File: src/sv/assert_macros.svh
// assertion helpers for the tracker
`ifndef ASSERT_MACROS_SVH
`define ASSERT_MACROS_SVH

// property checked on every rising edge outside reset
`define ASSERT_CLK(label, clk, rst_n, prop, msg) \
    label: assert property (@(posedge clk) disable iff (!rst_n) (prop)) else $error(msg);

// next-cycle consequence of a condition
`define ASSERT_NEXT(label, clk, rst_n, pre, post, msg) \
    label: assert property (@(posedge clk) disable iff (!rst_n) (pre) |=> (post)) \
        else $error(msg);

`endif

File: src/sv/satr_pkg.sv
package satr_pkg;

    localparam int SEQ_BITS    = 16;
    localparam int COUNT_BITS  = 16;
    localparam int TOTAL_BITS  = 32;
    localparam int RANGE_DEPTH = 16;
    localparam int PTR_W       = $clog2(RANGE_DEPTH);
    localparam int FILL_W      = $clog2(RANGE_DEPTH + 1);

    typedef logic [SEQ_BITS-1:0]   t_seq;
    typedef logic [COUNT_BITS-1:0] t_count;
    typedef logic [TOTAL_BITS-1:0] t_total;
    typedef logic [PTR_W-1:0]      t_ptr;
    typedef logic [FILL_W-1:0]     t_fill;

    localparam t_count COUNT_MAX = '1;

    typedef enum logic {
        OP_RECEIVE = 1'b0,
        OP_SEND    = 1'b1
    } t_op;

    typedef struct packed {
        t_seq   start;
        t_count count;
    } t_range;

    typedef struct packed {
        logic load;
        logic exec;
    } t_ctrl_cmd;

    typedef struct packed {
        logic   accepted;
        t_seq   out_seq;
        logic   ack_valid;
        t_seq   ack_start;
        t_count ack_count;
        logic   ack_overflow;
        t_total sends_done;
    } t_result;

    function automatic t_ptr ptr_inc(input t_ptr p);
        t_ptr r;
        if (p == t_ptr'(RANGE_DEPTH - 1)) begin
            r = '0;
        end else begin
            r = p + 1'b1;
        end
        return r;
    endfunction

    function automatic t_ptr ptr_dec(input t_ptr p);
        t_ptr r;
        if (p == '0) begin
            r = t_ptr'(RANGE_DEPTH - 1);
        end else begin
            r = p - 1'b1;
        end
        return r;
    endfunction

endpackage

File: src/sv/satr_if.sv
interface satr_item_if;
    import satr_pkg::*;
    logic valid;
    logic ready;
    logic operation;
    t_seq seq_in;

    modport source (output valid, output operation, output seq_in, input ready);
    modport sink   (input valid, input operation, input seq_in, output ready);
endinterface

interface satr_result_if;
    import satr_pkg::*;
    logic   valid;
    logic   ready;
    logic   accepted;
    t_seq   out_seq;
    logic   ack_valid;
    t_seq   ack_start;
    t_count ack_count;
    logic   ack_overflow;
    t_total sends_done;

    modport source (output valid, output accepted, output out_seq, output ack_valid,
                    output ack_start, output ack_count, output ack_overflow,
                    output sends_done, input ready);
    modport sink   (input valid, input accepted, input out_seq, input ack_valid,
                    input ack_start, input ack_count, input ack_overflow,
                    input sends_done, output ready);
endinterface

File: src/sv/satr_datapath.sv
module satr_datapath (
    input  logic                i_clk,
    input  logic                i_rst_n,
    input  satr_pkg::t_ctrl_cmd i_cmd,
    input  logic                i_operation,
    input  satr_pkg::t_seq      i_seq_in,
    output satr_pkg::t_result   o_result
);
    import satr_pkg::*;

    `include "assert_macros.svh"

    t_range  r_mem [RANGE_DEPTH];
    t_range  r_head_q;

    logic    r_op;
    t_seq    r_seq;
    t_seq    r_next_out, n_next_out;
    t_seq    r_next_exp, n_next_exp;
    t_total  r_total, n_total;
    t_ptr    r_head, n_head;
    t_ptr    r_tail, n_tail;
    t_fill   r_fill, n_fill;
    t_seq    r_new_start, n_new_start;
    t_count  r_new_count, n_new_count;
    t_result r_res, n_res;

    logic    w_rx;
    logic    w_fresh;
    logic    w_extend;
    logic    w_full;
    logic    w_has;
    t_ptr    w_newest;
    t_seq    w_follow;

    assign w_rx     = (t_op'(r_op) == OP_RECEIVE);
    assign w_fresh  = (r_seq >= r_next_exp);
    assign w_has    = (r_fill != '0);
    assign w_full   = (r_fill == t_fill'(RANGE_DEPTH));
    assign w_newest = ptr_dec(r_tail);
    assign w_follow = r_new_start + t_seq'(r_new_count);
    assign w_extend = w_has && (r_seq == w_follow) && (r_new_count != COUNT_MAX);

    always_comb begin
        n_next_out  = r_next_out;
        n_next_exp  = r_next_exp;
        n_total     = r_total;
        n_head      = r_head;
        n_tail      = r_tail;
        n_fill      = r_fill;
        n_new_start = r_new_start;
        n_new_count = r_new_count;
        n_res       = r_res;
        if (i_cmd.exec) begin
            n_res = '0;
            if (w_rx) begin
                if (w_fresh) begin
                    n_res.accepted = 1'b1;
                    n_next_exp     = r_seq + 1'b1;
                    if (w_extend) begin
                        n_new_count = r_new_count + 1'b1;
                    end else if (w_full) begin
                        n_res.ack_overflow = 1'b1;
                    end else begin
                        n_new_start = r_seq;
                        n_new_count = t_count'(1);
                        n_tail      = ptr_inc(r_tail);
                        n_fill      = r_fill + 1'b1;
                    end
                end
            end else begin
                n_res.out_seq = r_next_out;
                n_next_out    = r_next_out + 1'b1;
                n_total       = r_total + 1'b1;
                if (w_has) begin
                    n_res.ack_valid = 1'b1;
                    n_res.ack_start = r_head_q.start;
                    n_res.ack_count = r_head_q.count;
                    n_head          = ptr_inc(r_head);
                    n_fill          = r_fill - 1'b1;
                end
            end
            n_res.sends_done = n_total;
        end
    end

    // range queue storage, head read registered
    always_ff @(posedge i_clk) begin
        if (i_cmd.exec && w_rx && w_fresh) begin
            if (w_extend) begin
                r_mem[w_newest] <= '{start: r_new_start, count: r_new_count + 1'b1};
            end else if (!w_full) begin
                r_mem[r_tail] <= '{start: r_seq, count: t_count'(1)};
            end
        end
        r_head_q <= r_mem[r_head];
    end

    always_ff @(posedge i_clk) begin
        if (i_cmd.load) begin
            r_op  <= i_operation;
            r_seq <= i_seq_in;
        end
        r_new_start <= n_new_start;
        r_new_count <= n_new_count;
        r_res       <= n_res;
    end

    always_ff @(posedge i_clk) begin
        if (!i_rst_n) begin
            r_next_out <= '0;
            r_next_exp <= '0;
            r_total    <= '0;
            r_head     <= '0;
            r_tail     <= '0;
            r_fill     <= '0;
        end else begin
            r_next_out <= n_next_out;
            r_next_exp <= n_next_exp;
            r_total    <= n_total;
            r_head     <= n_head;
            r_tail     <= n_tail;
            r_fill     <= n_fill;
        end
    end

    assign o_result = r_res;

    `ASSERT_CLK(a_fill_bound, i_clk, i_rst_n, r_fill <= t_fill'(RANGE_DEPTH), "fill above depth")
    `ASSERT_NEXT(a_pop_fill, i_clk, i_rst_n, i_cmd.exec && !w_rx && w_has, r_fill == $past(r_fill) - 1'b1, "pop did not drain fill")
    `ASSERT_NEXT(a_overflow_full, i_clk, i_rst_n, i_cmd.exec && w_rx && w_fresh && !w_extend && w_full, r_res.ack_overflow && r_fill == t_fill'(RANGE_DEPTH), "overflow not flagged")

endmodule

File: src/sv/satr_controller.sv
module satr_controller (
    input  logic                i_clk,
    input  logic                i_rst_n,
    input  logic                i_in_valid,
    input  logic                i_out_ready,
    output logic                o_in_ready,
    output logic                o_out_valid,
    output satr_pkg::t_ctrl_cmd o_cmd
);
    import satr_pkg::*;

    typedef enum logic [2:0] {
        S_IDLE = 3'b001,
        S_EXEC = 3'b010,
        S_DONE = 3'b100
    } t_state;

    t_state r_state, n_state;

    always_comb begin
        n_state = r_state;
        case (r_state)
            S_IDLE: begin
                if (i_in_valid) begin
                    n_state = S_EXEC;
                end
            end
            S_EXEC: begin
                n_state = S_DONE;
            end
            S_DONE: begin
                if (i_out_ready) begin
                    n_state = S_IDLE;
                end
            end
            default: begin
                n_state = S_IDLE;
            end
        endcase
    end

    always_ff @(posedge i_clk) begin
        if (!i_rst_n) begin
            r_state <= S_IDLE;
        end else begin
            r_state <= n_state;
        end
    end

    assign o_in_ready  = (r_state == S_IDLE);
    assign o_out_valid = (r_state == S_DONE);
    assign o_cmd.load  = (r_state == S_IDLE) && i_in_valid;
    assign o_cmd.exec  = (r_state == S_EXEC);

endmodule

File: src/sv/sequence_ack_range_tracker_unit.sv
// Sequence and acknowledgement tracker for one side of a reliable datagram link.
// A receive beat (operation 0) checks seq_in against the next expected number and
// records an accepted number in a queue of pending ack ranges, or flags
// ack_overflow if it is full and the newest range cannot grow; a send beat
// (operation 1) stamps the next outgoing number and pops the oldest range. One
// item at a time is taken in the idle state, worked in the exec state, where the
// range queue's registered head read and its tail write are used, and shown, from
// a registered result, in the done state until taken. The queue memory needs no
// clearing after reset; fill tracking keeps unwritten entries from ever being read.
module sequence_ack_range_tracker_unit (
    input  logic                 i_clk,
    input  logic                 i_rst_n,
    satr_item_if.sink            i_item,
    satr_result_if.source        o_result
);
    import satr_pkg::*;

    t_ctrl_cmd w_cmd;
    t_result   w_res;
    logic      w_in_ready;
    logic      w_out_valid;

    satr_controller u_ctrl (
        .i_clk       (i_clk),
        .i_rst_n     (i_rst_n),
        .i_in_valid  (i_item.valid),
        .i_out_ready (o_result.ready),
        .o_in_ready  (w_in_ready),
        .o_out_valid (w_out_valid),
        .o_cmd       (w_cmd)
    );

    satr_datapath u_dp (
        .i_clk       (i_clk),
        .i_rst_n     (i_rst_n),
        .i_cmd       (w_cmd),
        .i_operation (i_item.operation),
        .i_seq_in    (i_item.seq_in),
        .o_result    (w_res)
    );

    assign i_item.ready          = w_in_ready;
    assign o_result.valid        = w_out_valid;
    assign o_result.accepted     = w_res.accepted;
    assign o_result.out_seq      = w_res.out_seq;
    assign o_result.ack_valid    = w_res.ack_valid;
    assign o_result.ack_start    = w_res.ack_start;
    assign o_result.ack_count    = w_res.ack_count;
    assign o_result.ack_overflow = w_res.ack_overflow;
    assign o_result.sends_done   = w_res.sends_done;

endmodule
File: src/flat_wrapper.sv
// flat-port wrapper written by rule: the top's interface ports become plain ports
module sequence_ack_range_tracker_unit_flat import satr_pkg::*;
  (i_clk, i_rst_n, i_item_valid, i_item_operation, i_item_seq_in, i_item_ready, o_result_valid, o_result_accepted, o_result_out_seq, o_result_ack_valid, o_result_ack_start, o_result_ack_count, o_result_ack_overflow, o_result_sends_done, o_result_ready);
  satr_item_if i_item_i ();
  satr_result_if o_result_i ();
  input  logic i_clk;
  input  logic i_rst_n;
  input wire logic [$bits(i_item_i.valid)-1:0] i_item_valid;
  input wire logic [$bits(i_item_i.operation)-1:0] i_item_operation;
  input wire logic [$bits(i_item_i.seq_in)-1:0] i_item_seq_in;
  output wire logic [$bits(i_item_i.ready)-1:0] i_item_ready;
  output wire logic [$bits(o_result_i.valid)-1:0] o_result_valid;
  output wire logic [$bits(o_result_i.accepted)-1:0] o_result_accepted;
  output wire logic [$bits(o_result_i.out_seq)-1:0] o_result_out_seq;
  output wire logic [$bits(o_result_i.ack_valid)-1:0] o_result_ack_valid;
  output wire logic [$bits(o_result_i.ack_start)-1:0] o_result_ack_start;
  output wire logic [$bits(o_result_i.ack_count)-1:0] o_result_ack_count;
  output wire logic [$bits(o_result_i.ack_overflow)-1:0] o_result_ack_overflow;
  output wire logic [$bits(o_result_i.sends_done)-1:0] o_result_sends_done;
  input wire logic [$bits(o_result_i.ready)-1:0] o_result_ready;
  assign i_item_i.valid = i_item_valid;
  assign i_item_i.operation = i_item_operation;
  assign i_item_i.seq_in = i_item_seq_in;
  assign i_item_ready = i_item_i.ready;
  assign o_result_valid = o_result_i.valid;
  assign o_result_accepted = o_result_i.accepted;
  assign o_result_out_seq = o_result_i.out_seq;
  assign o_result_ack_valid = o_result_i.ack_valid;
  assign o_result_ack_start = o_result_i.ack_start;
  assign o_result_ack_count = o_result_i.ack_count;
  assign o_result_ack_overflow = o_result_i.ack_overflow;
  assign o_result_sends_done = o_result_i.sends_done;
  assign o_result_i.ready = o_result_ready;
  sequence_ack_range_tracker_unit u_core (.i_clk(i_clk), .i_rst_n(i_rst_n), .i_item(i_item_i), .o_result(o_result_i));
endmodule
File: config.mk
export PLATFORM = sky130hd
export DESIGN_NAME = sequence_ack_range_tracker_unit_flat
export DESIGN_NICKNAME = d
export VERILOG_FILES = /design/src/sv/satr_pkg.sv /design/src/sv/satr_if.sv /design/src/sv/satr_datapath.sv /design/src/sv/satr_controller.sv /design/src/sv/sequence_ack_range_tracker_unit.sv /design/src/flat_wrapper.sv
export VERILOG_INCLUDE_DIRS = /design/src /design/src/sv
export SDC_FILE = /design/constraint.sdc
export NUM_CORES = 1
export LEC_CHECK = 0
export ABC_AREA = 1
export BUFFER_PORTS_ARGS = -buffer_cell sky130_fd_sc_hd__buf_4
export CAP_MARGIN = 20
export CELL_PAD_IN_SITES_DETAIL_PLACEMENT = 1
export CELL_PAD_IN_SITES_GLOBAL_PLACEMENT = 1
export CORE_MARGIN = 4
export CORE_UTILIZATION = 50
export CTS_BUF_LIST = sky130_fd_sc_hd__clkbuf_4
export DETAILED_ROUTE_END_ITERATION = 8
export PLACE_DENSITY_LB_ADDON = 0.1
export SYNTH_ARGS = -nofsm -noshare
export SYNTH_HDL_FRONTEND = slang
export SYNTH_SLANG_ARGS = --single-unit
File: constraint.sdc
create_clock -name i_clk -period 6.51 [get_ports i_clk]
set_input_delay 1.302 -clock i_clk [delete_from_list [all_inputs] [get_ports i_clk]]
set_output_delay 1.302 -clock i_clk [all_outputs]
set_load 0.1 [all_outputs]
==> results of run 1 <==
-- state kept, by name, indices dropped and copies added (netlist names), 4 cells and up --
register and cells:
u_core.u_dp.r_mem 512, u_core.u_dp.r_head_q 32, u_core.u_dp.r_total 32, u_core.u_dp.r_next_exp 16
u_core.u_dp.r_new_start 16, u_core.u_dp.r_tail 4, u_core.u_dp.r_head 4, u_core.u_dp.r_next_out 16
u_core.u_dp.r_fill 5, u_core.u_dp.r_seq 16, u_core.u_dp.o_result 83, u_core.u_dp.r_new_count 16
-- placed cells by master (no fill, tap or decap), types with 3 or more instances in the layout --
master	n
buf_16	9
ha_1	41
o211ai_1	14
a21oi_1	91
nand2_1	322
o21ai_1	3
o221ai_1	51
clkinv_1	44
nor2_1	394
o21ai_0	208
o21bai_1	5
nor2_2	9
clkinv_4	6
clkbuf_4	291
xnor2_1	11
nor3_2	4
nand3b_1	4
a21oi_2	3
o32ai_1	77
inv_2	3
nor2_4	18
mux2i_1	51
nand3_2	7
buf_4	143
nand4_1	23
bufinv_16	4
nor3_1	24
nor3b_1	3
nand3_1	114
or2_2	3
nor4_1	7
inv_6	4
edfxtp_1	644
dfxtp_1	109
xor2_1	56
inv_1	274
nand2_2	18
-- cell usage after synthesis (5+ instances only) --
cell,n
buf_1,7
xor2_1,56
nand3_2,7
nand3_1,114
inv_1,274
o21ai_0,209
clkbuf_1,111
nor4_1,7
o211ai_1,14
nor2_1,411
o221ai_1,51
dfxtp_1,112
nand2_1,323
nor2_2,9
nand2_2,17
mux2i_1,51
o32ai_1,77
nand4_1,23
xnor2_1,11
ha_1,41
edfxtp_1,644
o21bai_1,5
buf_2,7
nor3_1,24
a21oi_1,91
-- routing by layer --
layer / track usage (%) / up-vias / wire [µm]
met5: 0 / - / 20
met4: 8.155 / 2 / 2045
met3: 5.483 / 154 / 4982
met2: 43.31 / 679 / 42920
met1: 35.14 / 11162 / 38130
li1: - / 10224 / -
-- final cells by class --
class,instances,area share (%)
Sequential cell,756,59.41
Multi-Input combinational cell,1581,24.04
Clock buffer,291,6.012
Timing Repair Buffer,153,3.691
Tap cell,846,2.913
Inverter,279,2.896
Clock inverter,58,1.019
Antenna cell,2,0.01377
-- metrics by stage --
step	util [%]	setup WS, ns
after floorplan	-	1.758
after CTS	57.41	1.448
final	57.71	1.605
after detailed placement	53.35	1.496
after global placement	53.22	1.595
after global routing	57.71	1.090
-- power breakdown --
| group | total, µW | leakage, µW | switching (µW) | internal, µW |
|---|---|---|---|---|
| registers | 5260 | 0.00671 | 25.9 | 5240 |
| logic | 273 | 0.00529 | 204 | 69.2 |
| clock network | 4180 | 0.00151 | 1980 | 2210 |
| total | 9720 | 0.0135 | 2210 | 7510 |
-- cell families (layout without fill, tap and decap cells) --
| family | count (synthesis) | in the layout | share of synthesized area, % |
|---|---|---|---|
| AOI/OAI and AO/OA | 463 | 463 | 9.078 |
| other | 0 | 2 | 0 |
| muxes | 51 | 51 | 1.608 |
| buffers and inverters | 410 | 781 | 4.953 |
| and+or+nand+nor | 957 | 957 | 12.82 |
| DFF | 756 | 756 | 67.96 |
| adders and majority gates | 43 | 43 | 1.741 |
| xor gates and xnor gates | 67 | 67 | 1.848 |
-- how the worst max path moves through the flow --
stage | startpoint | to
finish | u_core.u_dp.r_seq[15] | u_core.u_dp.r_mem[10][8]
global placement | u_core.u_dp.r_seq[15] | u_core.u_dp.r_mem[11][5]
detailed placement | u_core.u_dp.r_seq[15] | u_core.u_dp.r_mem[7][16]
global route | u_core.u_dp.r_seq[15] | u_core.u_dp.r_mem[10][15]
CTS | u_core.u_dp.r_seq[15] | u_core.u_dp.r_mem[7][11]
floorplan | u_core.u_dp.r_new_count[0] | u_core.u_dp.r_mem[0][0]
==> reports/metrics.yaml, run 1 <==
max_freq_mhz: 203.9
syn_nets: 2811
crit_type: "reg2reg"
coreArea_um2: 62970
required_ns: 7.20
crit_arrival_ns: 5.60
cap_viol_max_count: 0
ys_seq_elements: 756
syn_area_um2: 31760
crit_chain: "ha_1, nand4_1, nor3_1, nand3_1, nand3_1, nand2_1, inv_1, nand3_4, o21ai_0, nand2_1, nor2_4, buf_4"
dpl_cell_area_um2: 33590
cp_num_buf_inv: 2
slowest_delay_ns: 0.62
stdcell_area_um2: 36340
n_fill_cell: 6674
setup-tns-final_ns: 0
synth_warnings: 0
max-vdd-ir-drop_v: 0.0001592
vias: 22221
p_per_area_nw_per_um2: 267.5
cts_resized: 0
grt_max_degree: 107
antenna_found_initial: 2
cts_hold_buf: 0
synth_largest_area_cell: "edfxtp_1"
rr_startpoint: "u_core.u_dp.r_seq[15]"
worstSetupEndpointType: "flop"
path_max_fanout: 24
p_leak_uw: 0.01351
clockBufferDepth: 3
grt_first_pass_wirelength_um: 136200
drc: 0
worstHoldPathCells: 1
chipHeight_um: 260.0
fin_skew_ns: 0.07041
cts_tree: "built"
ant_nets: 0
seq_area_um2: 21590
syn2layout_area_growth_pct: 14.43
worst-path-stages: 12
status: "finished clean"
track_usage_pct: 26.22
min_period_over_period_pct: 75.34
setup_viol: 0
gr-total-overflow: 0
synth_edf_count: 644
fin_nets: 3029
cts_setup_buffers: 0
multi_input_area_um2: 8737
min-delay-start: "i_item_seq_in[2]"
fin_cells: 3966
synth_area_per_cell_um2: 11.56
dieWidth_um: 260.0
finalMaxSlewViolations: 0
hold_path.class: "in2reg"
dieArea_um2: 67610
totalWireLength_um: 88100
total_power_uw: 9719
cts_sinks: 756
ys_seq_area_share_pct: 67.96
wl_per_cell_um: 22.21
first_pass_iters: 5
start_util_pct: 50.44
r2r_slack_ns: 1.61
synthCells: 2747
r2r_end: "u_core.u_dp.r_mem[10][8]"
port_buffers: 105
worst_pin_slew_ns: 1.101
synth_top_area_share_pct: 60.90
cts_made_buffers: 194
cts-root-buf: "clkbuf_4"
relSlewSlack_pct: 26.57
synth_cell_types: 51
dp_hpwl_um: 56510
period_needed_ns: 4.905
yosys-top-cells-area: "edfxtp_1 61%, dfxtp_1 7.1%, nor2_1 4.9%, nand2_1 3.8%, o21ai_0 3.3%"
worstSetupStartpointType: "flop"
reg2reg_depth: 12
hold_viol: 0
num_rows: 92
viasPerCell: 5.603
worst_hold_slack_ns: 0.4594
synth_ff_type: "edfxtp_1"
rsz0062_at_grt: "no"
critPathSlowestCell: "nor2_4"
clk_latency_ns: 1.04
h-tree-depth: 4
whs_endpoint: "u_core.u_dp.r_seq[2]"
first_iter_violations: 1823
grt_pass1_vias: 23617
ys_async_sr_fraction_pct: 0
io_pins: 106
cp_top_family: "simple AND/OR/NAND/NOR gates"
clkTransAtPathRegs_ns: 0.07
gp_congestion: 0.9165
dp_cells: 3608
drive_gt1_share_pct: 17.09
(Power assumes the default switching activity.)
==> run 2: changes to the inputs <==
==> constraint.sdc (replaced) <==
create_clock -name i_clk -period 4.75 [get_ports i_clk]
set_input_delay 0.95 -clock i_clk [delete_from_list [all_inputs] [get_ports i_clk]]
set_output_delay 0.95 -clock i_clk [all_outputs]
set_load 0.1 [all_outputs]
==> run 2 against run 1 <==
  * Register-to-register slack got worse by 1.3 ns
  * Clock-buffer cell count grew 14
  * Clock power rose by 37%
  * Fmax is 11% higher
  * Sequential power up 37%
  * Worst setup slack worse by 1.3 ns
  * Via count increased by 0.71%
  * Cell count increased by 0.73%
  * Flip-flop and latch count unchanged
  * Die area unchanged
  * Critical path depth up 6
  * Design area up 0.47%
  * Critical endpoint is now u_core.u_dp.r_mem[7][12]
  * Largest cell class unchanged
  * Largest power group unchanged
  * Highest routed layer is now met4
==> reports/metrics.yaml, run 2 (synthesis results as in run 1) <==
syn2layout_area_growth_pct: 14.96  # was 14.43%
crit_type: "reg2reg"  # unchanged
cap_viol_max_count: 0  # unchanged
grt_pass1_vias: 23754  # was 23617
wl_per_cell_um: 22.54  # was 22.21 µm
cts_made_buffers: 191  # was 194
fin_nets: 3054  # was 3029
period_needed_ns: 4.426  # was 4.905 ns
stdcell_area_um2: 36510  # was 36340 µm²
slowest_delay_ns: 0.47  # was 0.62 ns
critPathSlowestCell: "edfxtp_1"  # was nor2_4
max_freq_mhz: 226.0  # was 203.9 MHz
grt_first_pass_wirelength_um: 138200  # was 136200 µm
track_usage_pct: 26.79  # was 26.22%
dpl_cell_area_um2: 33850  # was 33590 µm²
fin_skew_ns: 0.07202  # was 0.07041 ns
drt-met1-wl_um: 38830  # was 38130 µm
rsz0062_at_grt: "no"  # unchanged
hold_viol: 0  # unchanged
max-vdd-ir-drop_v: 0.0002204  # was 0.0001592 V
dieWidth_um: 260.0  # unchanged
gr-total-overflow: 0  # unchanged
worstSetupEndpointType: "flop"  # unchanged
layout_setup_ws_ns: 0.3243  # was 1.605 ns
dp_cells: 3634  # was 3608
final_cell_mix: "644 x edfxtp_1, 394 x nor2_1, 322 x nand2_1"  # unchanged
min_period_over_period_pct: 93.17  # was 75.34%
n_fill_cell: 6717  # was 6674
path_max_fanout: 45  # was 24
cts_setup_buffers: 0  # unchanged
drive_gt1_share_pct: 17.93  # was 17.09%
cp_num_buf_inv: 2  # unchanged
p_leak_uw: 0.01364  # was 0.01351 µW
first_iter_violations: 1674  # was 1823
p_per_area_nw_per_um2: 365.3  # was 267.5 nW/µm²
cts_sinks: 756  # unchanged
dp_hpwl_um: 57810  # was 56510 µm
worstSetupStartpointType: "flop"  # unchanged
num_rows: 92  # unchanged
worst_pin_slew_ns: 1.111  # was 1.101 ns
start_util_pct: 50.44  # unchanged
crit_arrival_ns: 5.08  # was 5.60 ns
setup_viol: 0  # unchanged
crit_chain: "ha_1, fa_1, nand3_2, nand3_2, nand2_2, nand2_2, nand2_2, nand2_1, nand2_1, nand3_1, nand2_1, inv_1, nand4_4, nand3_4, o21ai_0, nand2_1, nor2_4, buf_4"  # was ha_1, nand4_1, nor3_1, nand3_1, nand3_1, nand2_1, inv_1, nand3_4, o21ai_0, nand2_1, nor2_4, buf_4
dieArea_um2: 67610  # unchanged
vias: 22379  # was 22221
viasPerCell: 5.602  # was 5.603
final_common_cell: "edfxtp_1"  # unchanged
gp_congestion: 0.8913  # was 0.9165
hold_path.class: "in2reg"  # unchanged
relSlewSlack_pct: 25.96  # was 26.57%
wl_met3_um: 5477  # was 4982 µm
total_power_uw: 13340  # was 9719 µW
cts_tree: "built"  # unchanged
top_layer: "met4"  # was met5
top_register: "u_core.u_dp.r_mem"  # unchanged
antenna_found_initial: 2  # unchanged
finalMaxSlewViolations: 0  # unchanged
ant_nets: 0  # unchanged
chipHeight_um: 260.0  # unchanged
required_ns: 5.40  # was 7.20 ns
cts-root-buf: "clkbuf_4"  # unchanged
drc: 0  # unchanged
fin_cells: 3995  # was 3966
path_common_cell: "nand2_1"
first_pass_iters: 5  # unchanged
met2_length_um: 43640  # was 42920 µm
status: "finished clean"  # unchanged
grt_max_degree: 140  # was 107
h-tree-depth: 4  # unchanged
cp_top_family: "simple AND/OR/NAND/NOR gates"  # unchanged
pre_cts_ws_ns: 0.3133  # was 1.496 ns
totalWireLength_um: 90040  # was 88100 µm
port_buffers: 105  # unchanged
clk_latency_ns: 1.02  # was 1.04 ns
io_pins: 106  # unchanged
coreArea_um2: 62970  # unchanged
final_util_pct: 57.98  # was 57.71%
clkTransAtPathRegs_ns: 0.07  # about the same
largest_register_ff_count: 512  # unchanged
clockBufferDepth: 3  # unchanged
r2r_slack_ns: 0.32  # was 1.61 ns
## run 2: cell count changes in the layout (fill, tap and decap cells not counted), sizes merged
| cell | delta |
|---|---|
| clkinv | -20 |
| buf | +19 |
| clkbuf | +14 |
| dlygate4sd3 | +9 |
| inv | +4 |
| clkinvlp | +3 |
| bufinv | -1 |
| diode | +1 |
## run 2: repair_timing
item,in CTS,in global routing
endpoints found under the setup margin,0,36
endpoints found under the hold margin,9,0
hold buffers,9,0
gates resized for setup,0,1
## run 2: routing by layer
metal | global-route usage (%) | vias to the layer above
li1 | - | 10294
met2 | 44.01 | 722
met3 | 5.375 | 148
met1 | 36.35 | 11215
met5 | 0 | -
met4 | 8.215 | 0
## run 2: path summary, 6_finish.rpt
kind	from	endpoint	cells after the start
max	u_core.u_dp.r_new_count[0]	u_core.u_dp.r_mem[7][12]	18
min reg2reg	u_core.u_dp.r_next_exp[11]	u_core.u_dp.r_next_exp[11]	2
min	i_item_seq_in[0]	u_core.u_dp.r_seq[0]	1
max reg2reg	u_core.u_dp.r_new_count[0]	u_core.u_dp.r_mem[7][12]	18
## run 2: per-stage QoR
| step | hold WS (ns) | TNS, ns |
|---|---|---|
| floorplan | 0.4331 | -1.089 |
| finish | 0.1358 | 0 |
| CTS | 0.007899 | 0 |
| global route | 0.01405 | 0 |
| detailed placement | 0.4519 | 0 |
| global placement | 0.4504 | 0 |
## run 2: cell type report
class	count	area, µm²	area share (%)
repair buffers	181	1506	4.126
multi-input cells	1581	8733	23.92
clock inverters	44	271.5	0.7437
well taps	846	1059	2.899
clock buffers	305	2290	6.272
diodes	3	7.507	0.02056
inverters	279	1052	2.882
flip-flops and latches	756	21590	59.14
## run 2: where the power goes
group          leakage [µW]  switching [µW]  internal [µW]  total, µW
Sequential          0.00671            33.8           7170       7210
Clock               0.00153            2660           3070       5730
Combinational       0.00540             291            106        397
